==> config.mk <==
export PLATFORM = sky130hd
export DESIGN_NAME = integer_to_ascii_formatter_core
export DESIGN_NICKNAME = d
export VERILOG_FILES = /design/src/rtl/core/ia_fmt_pkg.sv /design/src/rtl/core/ia_fmt_ctrl.sv /design/src/rtl/core/ia_fmt_dp.sv /design/src/rtl/core/integer_to_ascii_formatter_core.sv
export SDC_FILE = /design/constraint.sdc
export NUM_CORES = 2
export LEC_CHECK = 0
export BUFFER_PORTS_ARGS = -buffer_cell sky130_fd_sc_hd__buf_2
export CAP_MARGIN = 10
export CELL_PAD_IN_SITES_DETAIL_PLACEMENT = 2
export CELL_PAD_IN_SITES_GLOBAL_PLACEMENT = 2
export CORE_UTILIZATION = 39
export CTS_CLUSTER_DIAMETER = 60
export DETAILED_ROUTE_END_ITERATION = 10
export PLACE_DENSITY_LB_ADDON = 0.25
export SYNTH_ARGS = -nofsm -noshare
export SYNTH_HDL_FRONTEND = slang
export SYNTH_SLANG_ARGS = --single-unit
==> constraint.sdc <==
create_clock -name clk -period 6.58 [get_ports clk]
set_input_delay 1.316 -clock clk [delete_from_list [all_inputs] [get_ports clk]]
set_output_delay 1.316 -clock clk [all_outputs]
set_load 0.005 [all_outputs]
==> src/rtl/core/ia_fmt_pkg.sv <==
package ia_fmt_pkg;

  // Conversion kinds carried in the func field.
  localparam logic [2:0] FUNC_SDEC  = 3'd0;
  localparam logic [2:0] FUNC_UDEC  = 3'd1;
  localparam logic [2:0] FUNC_HEXL  = 3'd2;
  localparam logic [2:0] FUNC_HEXU  = 3'd3;
  localparam logic [2:0] FUNC_PTR   = 3'd4;

  localparam logic [30:0] COUNT_MAX   = 31'h7FFF_FFFF;
  // Reciprocal of ten: floor(x * RECIP10 / 2^35) == x / 10 for any 32-bit x.
  localparam logic [31:0] RECIP10     = 32'hCCCC_CCCD;
  localparam int          RECIP_SHIFT = 35;

  localparam logic [7:0] CH_ZERO    = 8'h30;
  localparam logic [7:0] CH_X_LOWER = 8'h78;
  localparam logic [7:0] CH_MINUS   = 8'h2D;
  localparam logic [7:0] CH_A_LOWER = 8'h61;
  localparam logic [7:0] CH_A_UPPER = 8'h41;

  typedef struct packed {
    logic [63:0] value;
    logic [2:0]  func;
    logic        restart_count;
  } in_word_t;

  typedef struct packed {
    logic [7:0]  char_code;
    logic        last;
    logic [30:0] char_count;
  } out_word_t;

  typedef enum logic [2:0] {
    ST_IDLE,
    ST_MUL,
    ST_DIGIT,
    ST_PRE,
    ST_RD,
    ST_OUT
  } state_t;

  // Commands from the controller to the datapath.
  typedef struct packed {
    logic load;
    logic mul;
    logic digit;
    logic emit_pre;
    logic rd;
    logic emit_dig;
  } cmd_t;

  // Status from the datapath to the controller.
  typedef struct packed {
    logic kind_ok;
    logic in_dec;
    logic is_dec;
    logic conv_done;
    logic pre_left;
    logic rd_last;
    logic out_free;
  } status_t;

  // Maps one digit to its ASCII character.
  function automatic logic [7:0] digit_char(input logic [3:0] d, input logic upper);
    logic [7:0] c;
    if (d < 4'd10) begin
      c = CH_ZERO + {4'd0, d};
    end else if (upper) begin
      c = CH_A_UPPER + {4'd0, d - 4'd10};
    end else begin
      c = CH_A_LOWER + {4'd0, d - 4'd10};
    end
    return c;
  endfunction

endpackage

==> src/rtl/core/ia_fmt_ctrl.sv <==
module ia_fmt_ctrl (
  input  logic                clk,
  input  logic                rst_n,
  input  logic                in_valid,
  output logic                in_ready,
  input  ia_fmt_pkg::status_t st,
  output ia_fmt_pkg::cmd_t    cmd
);

  ia_fmt_pkg::state_t state_r, state_nxt;

  always_ff @(posedge clk) begin
    if (!rst_n) begin
      state_r <= ia_fmt_pkg::ST_IDLE;
    end else begin
      state_r <= state_nxt;
    end
  end

  always_comb begin
    state_nxt = state_r;
    cmd       = '0;
    in_ready  = 1'b0;
    unique case (state_r)
      ia_fmt_pkg::ST_IDLE: begin
        in_ready = 1'b1;
        if (in_valid) begin
          cmd.load = 1'b1;
          if (st.kind_ok) begin
            state_nxt = st.in_dec ? ia_fmt_pkg::ST_MUL : ia_fmt_pkg::ST_DIGIT;
          end
        end
      end
      ia_fmt_pkg::ST_MUL: begin
        cmd.mul   = 1'b1;
        state_nxt = ia_fmt_pkg::ST_DIGIT;
      end
      ia_fmt_pkg::ST_DIGIT: begin
        cmd.digit = 1'b1;
        if (st.conv_done) begin
          state_nxt = ia_fmt_pkg::ST_PRE;
        end else if (st.is_dec) begin
          state_nxt = ia_fmt_pkg::ST_MUL;
        end
      end
      ia_fmt_pkg::ST_PRE: begin
        if (!st.pre_left) begin
          state_nxt = ia_fmt_pkg::ST_RD;
        end else if (st.out_free) begin
          cmd.emit_pre = 1'b1;
        end
      end
      ia_fmt_pkg::ST_RD: begin
        cmd.rd    = 1'b1;
        state_nxt = ia_fmt_pkg::ST_OUT;
      end
      ia_fmt_pkg::ST_OUT: begin
        if (st.out_free) begin
          cmd.emit_dig = 1'b1;
          state_nxt    = st.rd_last ? ia_fmt_pkg::ST_IDLE : ia_fmt_pkg::ST_RD;
        end
      end
      default: begin
        state_nxt = ia_fmt_pkg::ST_IDLE;
      end
    endcase
  end

endmodule

==> src/rtl/core/ia_fmt_dp.sv <==
module ia_fmt_dp #(
  parameter int MAX_DIGITS = 16
) (
  input  logic                  clk,
  input  logic                  rst_n,
  input  ia_fmt_pkg::in_word_t  in_data,
  output ia_fmt_pkg::out_word_t out_data,
  output logic                  out_valid,
  input  logic                  out_ready,
  input  ia_fmt_pkg::cmd_t      cmd,
  output ia_fmt_pkg::status_t   st
);

  localparam int IDX_W = $clog2(MAX_DIGITS);
  localparam int ND_W  = $clog2(MAX_DIGITS + 1);
  localparam logic [ND_W-1:0] ND_LAST = ND_W'(MAX_DIGITS - 1);

  logic [63:0]      work_r;
  logic [63:0]      prod_r;
  logic [ND_W-1:0]  nd_r;
  logic [IDX_W-1:0] rd_idx_r;
  logic [1:0]       npre_r;
  logic [1:0]       pre_idx_r;
  logic             dec_r;
  logic             upper_r;
  logic             ptr_r;
  logic [30:0]      count_r;
  logic [3:0]       rd_data_r;
  logic             out_valid_r;
  ia_fmt_pkg::out_word_t out_data_r;

  logic [3:0] mem [MAX_DIGITS];

  logic [28:0] quot;
  logic [3:0]  rem;
  logic [3:0]  digit;
  logic [63:0] work_next;
  logic [31:0] low;
  logic [30:0] count_inc;
  logic        load_out;
  logic        out_free;

  assign low       = in_data.value[31:0];
  assign quot      = prod_r[63:ia_fmt_pkg::RECIP_SHIFT];
  // Only the low nibble of x - 10*q is needed since the remainder is below ten.
  assign rem       = work_r[3:0] - {quot[0], 3'b000} - {quot[2:0], 1'b0};
  assign digit     = dec_r ? rem : work_r[3:0];
  assign work_next = dec_r ? {35'd0, quot} : {4'd0, work_r[63:4]};
  assign count_inc = (count_r == ia_fmt_pkg::COUNT_MAX) ? count_r : count_r + 31'd1;
  assign out_free  = !out_valid_r || out_ready;
  assign load_out  = cmd.emit_pre || cmd.emit_dig;

  always_comb begin
    st           = '0;
    st.kind_ok   = (in_data.func <= ia_fmt_pkg::FUNC_PTR);
    st.in_dec    = (in_data.func == ia_fmt_pkg::FUNC_SDEC) ||
                   (in_data.func == ia_fmt_pkg::FUNC_UDEC);
    st.is_dec    = dec_r;
    st.conv_done = (work_next == 64'd0) || (nd_r == ND_LAST);
    st.pre_left  = (pre_idx_r != npre_r);
    st.rd_last   = (rd_idx_r == '0);
    st.out_free  = out_free;
  end

  always_ff @(posedge clk) begin
    if (cmd.load) begin
      nd_r      <= '0;
      pre_idx_r <= 2'd0;
      dec_r     <= st.in_dec;
      upper_r   <= (in_data.func == ia_fmt_pkg::FUNC_HEXU);
      ptr_r     <= (in_data.func == ia_fmt_pkg::FUNC_PTR);
      unique case (in_data.func)
        ia_fmt_pkg::FUNC_SDEC: begin
          work_r <= {32'd0, low[31] ? (32'd0 - low) : low};
          npre_r <= {1'b0, low[31]};
        end
        ia_fmt_pkg::FUNC_PTR: begin
          work_r <= in_data.value;
          npre_r <= 2'd2;
        end
        default: begin
          work_r <= {32'd0, low};
          npre_r <= 2'd0;
        end
      endcase
    end
    if (cmd.mul) begin
      prod_r <= work_r[31:0] * ia_fmt_pkg::RECIP10;
    end
    if (cmd.digit) begin
      work_r   <= work_next;
      nd_r     <= nd_r + ND_W'(1);
      rd_idx_r <= nd_r[IDX_W-1:0];
    end
    if (cmd.emit_pre) begin
      pre_idx_r <= pre_idx_r + 2'd1;
    end
    if (cmd.emit_dig) begin
      rd_idx_r <= rd_idx_r - IDX_W'(1);
    end
  end

  always_ff @(posedge clk) begin
    if (cmd.digit) begin
      mem[nd_r[IDX_W-1:0]] <= digit;
    end
  end

  always_ff @(posedge clk) begin
    if (cmd.rd) begin
      rd_data_r <= mem[rd_idx_r];
    end
  end

  always_ff @(posedge clk) begin
    if (!rst_n) begin
      count_r     <= '0;
      out_valid_r <= 1'b0;
    end else begin
      if (cmd.load && in_data.restart_count) begin
        count_r <= '0;
      end else if (load_out) begin
        count_r <= count_inc;
      end
      if (load_out) begin
        out_valid_r <= 1'b1;
      end else if (out_ready) begin
        out_valid_r <= 1'b0;
      end
    end
  end

  always_ff @(posedge clk) begin
    if (cmd.emit_pre) begin
      out_data_r.char_code  <= !ptr_r ? ia_fmt_pkg::CH_MINUS :
                               (pre_idx_r == 2'd0) ? ia_fmt_pkg::CH_ZERO :
                               ia_fmt_pkg::CH_X_LOWER;
      out_data_r.last       <= 1'b0;
      out_data_r.char_count <= count_inc;
    end else if (cmd.emit_dig) begin
      out_data_r.char_code  <= ia_fmt_pkg::digit_char(rd_data_r, upper_r);
      out_data_r.last       <= (rd_idx_r == '0);
      out_data_r.char_count <= count_inc;
    end
  end

  assign out_valid = out_valid_r;
  assign out_data  = out_data_r;

endmodule

==> src/rtl/core/integer_to_ascii_formatter_core.sv <==
// Integer-to-ASCII formatter in the style of the printf integer conversions.
// Each input word carries a number and a conversion kind (signed decimal with a
// leading minus, unsigned decimal, lower-case hex, upper-case hex, or a 64-bit
// pointer printed as "0x" plus lower-case hex), and the block returns the text
// one character per output word, most significant character first, with last
// set on the final character. Zero prints one '0' digit. Every output word
// also carries a running character count that saturates at 2147483647 and is
// cleared by restart_count before the word that sets it. Kinds 5 to 7 produce
// no output but still honor restart_count. The block works on one number at a
// time: in_ready is high only between numbers, although the last character of
// one number may still sit in the output register while the next is taken.
// Step by step: the number is accepted, then the digits are extracted, each
// decimal digit by a reciprocal multiply and then quotient and remainder, each
// hex digit directly; then the prefix characters are sent, and on the way out
// each digit is read back from the registered digit store before it is shown.
module integer_to_ascii_formatter_core #(
  parameter int MAX_DIGITS = 16
) (
  input  logic                  clk,
  input  logic                  rst_n,
  input  logic                  in_valid,
  output logic                  in_ready,
  input  ia_fmt_pkg::in_word_t  in_data,
  output logic                  out_valid,
  input  logic                  out_ready,
  output ia_fmt_pkg::out_word_t out_data
);

  ia_fmt_pkg::cmd_t    cmd;
  ia_fmt_pkg::status_t st;

  // The controller sequences accept, extraction, prefix and readout.
  ia_fmt_ctrl u_ctrl (
    .clk      (clk),
    .rst_n    (rst_n),
    .in_valid (in_valid),
    .in_ready (in_ready),
    .st       (st),
    .cmd      (cmd)
  );

  // The datapath holds the working value, the digit store, the running count
  // and the output register.
  ia_fmt_dp #(
    .MAX_DIGITS (MAX_DIGITS)
  ) u_dp (
    .clk       (clk),
    .rst_n     (rst_n),
    .in_data   (in_data),
    .out_data  (out_data),
    .out_valid (out_valid),
    .out_ready (out_ready),
    .cmd       (cmd),
    .st        (st)
  );

endmodule

After elaboration in Yosys (flattened, before gate mapping) --
Memory sizes are Yosys's and may differ from the RTL's. A register that Yosys moved wholly into a read port is not among the register bits. Index checks and enable logic that the tools add are counted.
Storage, ports and cells: bits in registers 219, memories 1, logic and storage cells 108, output and inout bits 42, bits in writable memories 64, bits of input ports 72
Cells by class: multiplexer cells 43, multipliers 1, equal/unequal tests 16, order comparisons 2, reductions and logical operators 18, bitwise operators 1, add/sub/neg operators 11
Memory list:
- u_dp.mem | depth 16, width 4, rd ports 1, clocked after Yosys merged registers in 1, wr ports 1, line ia_fmt_dp.sv:32 | logic [3:0] mem [MAX_DIGITS];
Operator list (number):
- 2-to-1 mux 64 bit | 2
- case mux 64 bit (2 select lines) | 1
- 2-to-1 mux 40 bit | 2
- logical NOT 64 bit | 1
- multiplier 32 x 32 -> 64 bit, second input constant | 1
- 2-to-1 mux 60 bit | 1
- 2-to-1 mux 32 bit | 1
- subtractor 1 x 32 -> 32 bit, first input constant | 1
- adder 31 x 1 -> 31 bit, second input constant | 1
- == test 31 bit, second input constant | 1
- 2-to-1 mux 31 bit | 1
- 2-to-1 mux 8 bit | 3
- 2-to-1 mux 3 bit | 7
- case mux 3 bit (6 select lines) | 1
- adder 7 x 4 -> 8 bit, first input constant | 2
- 2-to-1 mux 1 bit | 14
- 2-to-1 mux 4 bit | 3
- 2-to-1 mux 5 bit | 2
- nonzero test 2 bit | 5
- == test 3 x 2 -> 1 bit, second input constant | 3
- == test 3 bit, second input constant | 3
- subtractor 4 bit | 2
- adder 6 x 4 -> 7 bit, first input constant | 1
- 2-to-1 mux 7 bit | 1
- other kinds (23) | 32

Longest topological paths before layout --
depth after elaboration 7, mapped depth 27

Modules after synthesis --
A second synthesis with hierarchy kept.
Second synthesis, totals: cells, all modules 2684, area total of the unflattened synthesis 28617.4 µm²
Modules (own cells, without submodules):
- ia_fmt_dp | area an instance 28328.4 µm², times used 1, cells an instance 2643, seq. area each 7086.8 µm²
- ia_fmt_ctrl | area an instance 289.0 µm², times used 1, cells an instance 41, seq. area each 60.1 µm²

Worst setup path after synthesis --
No wires, ideal clock.
path kind register to register, start point register u_dp.work_r[18], end point register u_dp.prod_r[53], data pin, arrival 6.692 ns, required time 6.321 ns, slack -0.370 ns, clock period less this slack 6.950 ns, stages on the path, launching flop included 25, path through edfxtp_1 ha_1 inv_1 fa_1 inv_1 fa_1 inv_1 fa_1 inv_1 fa_1 fa_1 fa_1 inv_1 fa_1 inv_1 ha_1 a21o_1 a21o_1 a221oi_2 or4b_1 a21oi_1 a21oi_1 a21bo_2 a21oi_1 xnor2_1
Between the ends: longest elaborated chain between the ends 1
RTL lines:
- from (decl) | line ia_fmt_dp.sv:18 | logic [63:0] work_r;
- from (signal assigned) | line ia_fmt_dp.sv:74 | work_r <= {32'd0, low[31] ? (32'd0 - low) : low};
- from (signal assigned) | line ia_fmt_dp.sv:78 | work_r <= in_data.value;
- from (signal assigned) | line ia_fmt_dp.sv:82 | work_r <= {32'd0, low};
- multiplier 32 x 32 -> 64 bit | line ia_fmt_dp.sv:88 | prod_r <= work_r[31:0] * ia_fmt_pkg::RECIP10;
- to (signal assigned) | line ia_fmt_dp.sv:88
- to (decl) | line ia_fmt_dp.sv:19 | logic [63:0] prod_r;
No other way between the ends. A chain may end at the register's enable or synchronous reset.

Worst setup path in the final report --
start point register u_dp.work_r[18], end point register u_dp.prod_r[48], data pin
The elaborated chain is that of the path after synthesis.

==> metrics.yaml <==
sta:
  fmax_ghz: 0.129
  setup_tns_ns: -27.70
  timing.final.crit_share_pct: 118
  finalHoldViolCount: 0
  rsz0062_at_grt: "true"
  relSlewSlack_pct: 24.0
  maxSlewViolCount: 0
  setup_viol_count_final: 29
  min_period_ns: 7.77
  skew_ns: 0.0211
  worst_pin_slew_ns: 1.14
  final.setup.worst_slack_ns: -1.19
worst_setup_path:
  cp-end-kind: "flop"
  r2r-start: "u_dp.work_r[18]"
  cp_data_required_time_ns: 6.90
  arrival_ns: 8.09
  setup.worst_path.class: "flop to flop"
  path_max_fanout: 3
  setup.worst_path.start_class: "flop"
  crit_start: "u_dp.work_r[18]"
detailed_routing:
  vias_per_cell: 5.69
  drt-initial-drc-count: 1410
  routedWlPerCell_um: 31.9
  drt-met1-wl_mm: 46.7
  drc_errors: 0
  vias: 23500
  antenna_left: 0
  top_layer: "met5"
  wl_met2_mm: 67.4
  wirelength_mm: 132
  met3RoutedLength_mm: 7.34
  first_pass_iters: 5
logic_synthesis:
  synth_top_cells_by_count: "570 x inv_1, 386 x fa_1, 362 x ha_1, 214 x edfxtp_1, 142 x nor2_1"
  synthArstFlopShare_pct: 0
  synth_edf_count: 214
  synth_simple_gate_area_share_pct: 8.33
  seq_area_frac_synth_pct: 25.1
  yosys_most_used_dff: "edfxtp_1"
  netlist_instances: 2661
  synth_xor_area_share_pct: 5.14
  synth_compound_area_share_pct: 7.34
  synthTopCellsByArea: "fa_1 27%, edfxtp_1 23%, ha_1 16%"
  synth_top_cell_area_share_pct: 27.1
  synth_most_common_cell: "inv_1"
  synth_top_cell_by_area: "fa_1"
  syn-num-nets: 3481
  ys_warn_count: 0
  ys_seq_elements: 250
  avgSynthCellArea_um2: 10.7
  syn_area_um2: 28500
  synth_mux_area_share_pct: 2.60
  synth_top_family_by_area: "adder cells"
  synthAdderAreaFrac_pct: 43.1
  yosysUniqueCellTypes: 75
floorplanning:
  num_rows: 98
  core-area_um2: 71900
  die-height_um: 272
  die_w_um: 272
  ios: 114
  die_area_um2: 74100
  initial_core_util_pct: 39.6
global_route:
  grt_max_degree: 70
  antenna_found_initial: 4
  grt_pass1_vias: 27200
  track_usage_pct: 33.7
  overflow: 0
  grt_pass1_wl_mm: 182
placed_design:
  place.gp.congestion: 0.949
  pre_cts_slack_ns: -1.16
  dp.final_hpwl_mm: 96.7
  place.port_buffers: 112
clocking:
  cts_tree: "yes"
  clock_sinks: 250
  cts_buffers: 30
  cts_root_buf: "clkbuf_16"
  cts-htree-levels: 1
  clk_latency_ns: 0.60
  cts_buffer_depth: 3
  cts.clk_slew.worst_paths_ns: 0.07
min_path:
  min-delay-start: "u_dp.out_data[31]"
  min-delay-path-class: "flop to flop"
cells_and_area:
  fin_nets: 3984
  final_layout_size_suffix_gt1_share_pct: 25.3
  area_growth_pct: 25.1
outcome:
  outcome: "complete, but fails checks"
  failed_checks: "setup timing"
job:
  maxCapViolCount: 0
-- final timing paths --
check	end	slack, ns	cells after the start
worst max-delay path	u_dp.prod_r[48]	-1.19	26
worst min-delay path	u_dp.out_data[31]	0.50	2
worst max register to register	u_dp.prod_r[48]	-1.19	26
worst min register to register	u_dp.out_data[31]	0.50	2
-- layout make-up --
| class | count | area [um2] |
|---|---|---|
| inverters | 571 | 2150 |
| fillers | 7279 | 36200 |
| repair buffers | 534 | 3880 |
| clock buffers | 39 | 835 |
| flip-flops and latches | 250 | 7150 |
| well taps | 950 | 1190 |
| clock inverters | 15 | 151 |
| multi-input cells | 1777 | 20300 |
| diodes | 2 | 5.00 |
-- state kept, by name, indices dropped and copies added (netlist names) --
name and cells:
u_dp.out_data 39, u_ctrl.state_r 3, u_dp.pre_idx_r 2, u_dp.nd_r 5, u_dp.rd_data_r 4, u_dp.work_r 64, u_dp.mem 64, u_dp.npre_r 2
u_dp.upper_r 1, u_dp.out_valid 1, u_dp.prod_r 29, u_dp.rd_idx_r 4, u_dp.dec_r 1, u_dp.count_r 31
-- logic make-up (layout without fill, tap and decap cells) --
logic type                 after synthesis  after routing
other                                    1              3
adders and majority gates              748            748
AOI/OAI and AO/OA                      325            325
DFF                                    250            250
and+or+nand+nor                        487            487
muxes                                   49             49
buffers and inverters                  634           1159
xor gates and xnor gates               167            167
-- repair_timing --
item                                    4_1_cts  5_1_grt
endpoints found under the setup margin       29       29
pin swaps                                    73       49
setup buffers                                34       25
cloned                                        0        0
hold endpoints to repair                      0        0
resized for setup                           163       64
hold buffers                                  0        0
-- stage by stage --
stage / util [%] / hold slack (ns) / cell area [um2] / std cells
global route: 49.6 / 0.565 / 35600 / 4137
detailed placement: 46.0 / 0.494 / 33000 / 4029
floorplan: - / 0.489 / 28800 / 2661
global placement: 46.0 / 0.499 / 33000 / 4029
CTS: 48.8 / 0.511 / 35100 / 4114
finish: 49.6 / 0.503 / 35600 / 4138
-- worst max-delay path, cell delays in order, from the launching register on --
cell,delay (ns)
edfxtp_1,0.52
ha_4,0.36
inv_4,0.04
fa_1,0.57
inv_2,0.07
fa_1,0.52
inv_2,0.06
fa_1,0.55
inv_2,0.06
fa_2,0.60
fa_1,0.49
fa_2,0.63
fa_2,0.50
ha_4,0.26
a21o_1,0.22
buf_6,0.14
a2111oi_4,0.37
a31oi_2,0.20
o2bb2ai_2,0.17
a21oi_4,0.14
buf_12,0.15
buf_6,0.11
nand2b_4,0.06
a21o_4,0.23
buf_6,0.13
a21oi_4,0.20
xnor2_2,0.14
-- placed cells by master (no fill, tap or decap), types with 8 or more instances in the layout --
cell type / Yosys / layout
fa_2: 0 / 17
nor2_1: 142 / 137
dfxtp_1: 36 / 36
clkbuf_16: 0 / 30
ha_2: 0 / 8
a22o_1: 27 / 27
a21oi_4: 0 / 13
nand4_1: 18 / 18
mux4_2: 20 / 20
nor4_1: 25 / 23
xor2_1: 93 / 87
a21oi_1: 116 / 90
inv_1: 570 / 540
a21oi_2: 0 / 13
a21o_1: 30 / 29
edfxtp_1: 214 / 214
ha_4: 0 / 40
xnor2_1: 74 / 64
fa_1: 386 / 369
buf_2: 4 / 112
nor2b_1: 12 / 11
nand2b_1: 9 / 8
inv_2: 1 / 29
nor3_1: 37 / 34
o21ai_0: 71 / 59
and2_1: 27 / 25
or3_1: 13 / 12
buf_4: 1 / 392
mux2i_1: 29 / 29
ha_1: 362 / 314
buf_6: 1 / 26
nand2_1: 119 / 115
nand3_1: 30 / 25
and3_1: 28 / 25
and4_1: 9 / 9
-- layer usage --
layer / up-vias / global-route usage [%]
met3: 545 / 4.80
met4: 4 / 18.5
met5: - / 0
li1: 9762 / -
met2: 1048 / 61.5
met1: 12200 / 37.7
Power is not shown: default switching activity piles up to over one toggle a cycle in this logic, so the estimate is an artifact.
